$ cat src/rtl/sccc_ram.sv
module sccc_ram #(
    parameter int WIDTH = 32,
    parameter int DEPTH = 28
) (
    input  logic                     aclk,
    input  logic                     wr_en,
    input  logic [$clog2(DEPTH)-1:0] wr_addr,
    input  logic [WIDTH-1:0]         wr_data,
    input  logic [$clog2(DEPTH)-1:0] rd_addr,
    output logic [WIDTH-1:0]         rd_data
);

    logic [WIDTH-1:0] mem [DEPTH];

    always_ff @(posedge aclk) begin
        if (wr_en) begin
            mem[wr_addr] <= wr_data;
        end
        rd_data <= mem[rd_addr];
    end

endmodule

$ cat config.mk
export PLATFORM = sky130hd
export DESIGN_NAME = sccc_ram
export DESIGN_NICKNAME = d
export VERILOG_FILES = /design/src/rtl/sccc_ram.sv
export SDC_FILE = /design/constraint.sdc
export NUM_CORES = 1
export LEC_CHECK = 0
export BUFFER_PORTS_ARGS = -buffer_cell sky130_fd_sc_hd__buf_2
export CAP_MARGIN = 20
export CORE_UTILIZATION = 40
export CTS_CLUSTER_DIAMETER = 100
export DETAILED_ROUTE_END_ITERATION = 12
export PLACE_DENSITY_LB_ADDON = 0.25
export SYNTH_ARGS = -nofsm -noshare
export SYNTH_HDL_FRONTEND = slang
export SYNTH_SLANG_ARGS = --single-unit
$ cat constraint.sdc
create_clock -name aclk -period 2.8 [get_ports aclk]
set_input_delay 0.56 -clock aclk [delete_from_list [all_inputs] [get_ports aclk]]
set_output_delay 0.56 -clock aclk [all_outputs]
set_load 0.02 [all_outputs]
Word level (Yosys, flattened, before mapping)
Memories as Yosys holds them, arrays and structs flattened. A register that Yosys moved wholly into a read port is not among the register bits. Cells that the tools add are included.

Mux-type cells: 2.

Operators with widths (number): $mux W1 (2).

Flip-flop bits (word level): 0. RAM bits: 896. Bits of input ports: 44. Output and inout bits: 32. Logic and storage cells: 3. Memories kept: 1.

Memory list: mem (depth 28, width 32, read ports 1, clocked after memory_dff 1, write ports 1, line 13) `logic [WIDTH-1:0] mem [DEPTH];`.

Depth between registers and ports, before layout
Depth in word-level cells: 2. Depth in mapped cells: 8. Depth with buffers taken out: 4.

Worst setup path before layout
Ideal clock, no wire load.

Kind: input -> register. From: input port wr_addr[1]. To: memory mem[16][0], enable pin. Library setup time: 421 ps. Data arrival time: 2558 ps. Data required time: 2379 ps. Slack: -179 ps. Stages: 3. Path through: or3b_2 -> clkbuf_1 -> nor2_1.

RTL lines: start, declared (line 7) `input logic [$clog2(DEPTH)-1:0] wr_addr,`; end, declared (line 13).

Straight into the memory's write port.

Worst setup path in the final report
From: register rd_data[13], read port of mem. To: output port rd_data[13].

RTL lines: start, declared (line 10) `output logic [WIDTH-1:0] rd_data`.

No word-level cell between the ends.

==> results.sh <==
export IMPL_arrival_ps=1240
export IMPL_reg2reg_depth=4
export IMPL_io_pins=76
export IMPL_grt_pass1_wl_mm=124
export IMPL_cp_slowest_cell="dfxtp_1"
export IMPL_drive_gt1_share_pct=22.2
export IMPL_slew_viol_final=0
export IMPL_ys_warn_count=0
export IMPL_synth_area_mux_share_pct=13.5
export IMPL_nNetsFinal=1988
export IMPL_area_growth_pct=16.4
export IMPL_wl_per_cell_um=26.9
export IMPL_place_area_mm2=0.0377
export IMPL_hold_ws_ps=378
export IMPL_finalPower_w=0.0297
export IMPL_port_buffers=75
export IMPL_synth_top_family_by_area="multiplexers"
export IMPL_syn_nets=1819
export IMPL_grt_max_degree=58
export IMPL_netlist_instances=1775
export IMPL_cts_hold_buf=0
export IMPL_cts_resized=0
export IMPL_n_antenna_cell=0
export IMPL_rsz0062_at_grt="no"
export IMPL_crit_buf_inv=1
export IMPL_syn_avg_cell_area_um2=19.8
export IMPL_worstPathRequired_ps=2240
export IMPL_ys_seq_area_share_pct=78.4
export IMPL_synth_seq_cells=928
export IMPL_synth_adder_area_share_pct=0
export IMPL_cp_end_kind="output port"
export IMPL_die_height_um=298
export IMPL_dieArea_mm2=0.0890
export IMPL_dpl_hpwl_mm=45.1
export IMPL_vias_per_cell=5.50
export IMPL_groute_usage_overall_pct=19.2
export IMPL_coreArea_mm2=0.0869
export IMPL_crit_type="flip-flop to output port"
export IMPL_ir_drop_v=0.000559
export IMPL_maxCapViolations=0
export IMPL_setup_tns_ps=0
export IMPL_overflow=0
export IMPL_cp_max_fo=1
export IMPL_fmax_mhz=556
export IMPL_reg2reg_slack_ps=1300
export IMPL_htree_levels=3
export IMPL_worst_setup_path_start_kind="flip-flop"
export IMPL_fin_crit_ps=1800
export IMPL_setup_violations=0
export IMPL_drtIter0Drc=1485
export IMPL_fillers=7168
export IMPL_tightest_slew_ps=720
export IMPL_row_count=108
export IMPL_grt_pass1_vias=18000
export IMPL_worst_skew_pair_late_latency_ps=640
export IMPL_drtPass1Iterations=8
export IMPL_synth_compound_area_share_pct=3.42
export IMPL_num_vias=17500
export IMPL_crit_chain="buf_2"
export IMPL_antenna_found_initial=2
export IMPL_routed_wl_mm=85.4
export IMPL_post_route_period_util_pct=64.2
export IMPL_utilization_pct=47.1
export IMPL_p_leak_nw=13.6
export IMPL_min_to="mem[9][0]"
export IMPL_cp_depth=1
export IMPL_r2r_start="mem[7][11]"
export IMPL_skew_ps=15.6
export IMPL_hold_path_depth=1
export IMPL_clock_sinks=928
export IMPL_synth_simple_area_share_pct=2.90
export IMPL_finalHoldViolations=0
export IMPL_cts_tree="done"
export IMPL_ant_nets=0
export IMPL_die_x_um=298
export IMPL_cts_buffers=95
export IMPL_netlist_area_mm2=0.0351
export IMPL_final_area_mm2=0.0409
export IMPL_hold_path_class="input pin to flip-flop"
export IMPL_relSlewSlack_pct=52.0
export IMPL_cp_top_family="flip-flops"
export IMPL_clockBufferDepth=3
export IMPL_post_cts_setup_buffers=0
export IMPL_path_clk_slew_ps=60
export IMPL_globalplace_congestion=0.739
export IMPL_start_util_pct=40.4
export IMPL_hold_path_startpoint="wr_data[0]"
export IMPL_power_density_mw_per_mm2=726
export IMPL_ys_types=31
export IMPL_drc_errors=0
export IMPL_critPathMaxStageDelay_ps=400
export IMPL_cts_root_buffer="clkbuf_16"
export IMPL_status="finished clean"
export IMPL_rr_endpoint="rd_data[11]"
export IMPL_synthXorXnorAreaFrac_pct=0
-- per-stage QoR --
step,std cells,worst slack [ps]
after global routing,3177,976
final,3177,1000
after detailed placement,3002,422
after floorplan,1775,-179
after CTS,3177,935
after global placement,3002,461
-- metal layers --
metal / share of wire (%) / track usage [%]
met1: 43 / 26.0
met2: 49 / 31.7
met3: 4.8 / 2.90
met4: 3.2 / 6.83
met5: 0.035 / 0
-- layout by cell type (no fill, tap or decap), types with 19 or more instances in the layout --
cell / Yosys / final
edfxtp_1: 896 / 896
mux4_2: 97 / 97
nand2_1: 91 / 91
dfxtp_1: 32 / 32
clkbuf_16: 0 / 98
nand4_1: 19 / 19
nand3_1: 58 / 58
buf_12: 0 / 37
nor2_4: 0 / 29
a21oi_1: 57 / 57
clkbuf_1: 28 / 24
buf_4: 20 / 58
a22oi_1: 57 / 57
mux2i_1: 254 / 254
buf_2: 20 / 73
-- flip-flops by register name (all words and copies together) (netlist names) --
register,cells
mem,896
rd_data,32
-- kinds of logic (layout without fill, tap and decap cells) --
group                  after synthesis  after routing
buffers and inverters               97            344
AND/OR/NAND/NOR                    220            220
multiplexers                       351            351
AO/OA/AOI/OAI                      179            179
flip-flops                         928            928
-- area by class of cell --
class	instances	area, µm²	area share [%]
sequential	928	27500	67.4
multi-input combinational	750	7180	17.6
clock buffer	136	2740	6.69
timing repair buffer	169	1560	3.81
tap	1155	1450	3.53
clock inverter	39	420	1.03
-- worst max path at each step --
stage	startpoint	slack [ps]	endpoint
floorplan	wr_addr[1]	-180	mem[16][0]
global placement	rd_addr[0]	460	rd_data[9]
detailed placement	rd_addr[0]	420	rd_data[28]
CTS	rd_data[13]	940	rd_data[13]
global route	rd_data[13]	980	rd_data[13]
finish	rd_data[13]	1000	rd_data[13]
-- synth_stat cells, drive strengths merged --
cell type  count  area [µm²]
edfxtp       896       26900
mux2i        254        2540
mux4          97        2180
nand2         91         342
buf           67         513
nand3         58         290
a21oi         57         285
a22oi         57         428
dfxtp         32         641
nor2          31         116
clkbuf        30         115
nand4         19         119
a221oi        13         114
a31oi         13        81.3
o21ai         13        65.1
o221ai        13         114
o22a          13         114
nand3b         6        45.0
or3b           4        35.0
and2           3        21.3
nor2b          3        18.8
nand2b         2        12.5
or3            2        12.5
or2            1        6.26
-- power by group --
part | switching [W] | leakage [nW] | total [W] | internal, W
registers | 0.0000678 | 8.34 | 0.0155 | 0.0154
logic | 0.000939 | 3.69 | 0.00146 | 0.000522
clock network | 0.00519 | 1.55 | 0.0127 | 0.00753
total | 0.00619 | 13.6 | 0.0297 | 0.0235
No activity file was read; power rests on OpenSTA's default activity.
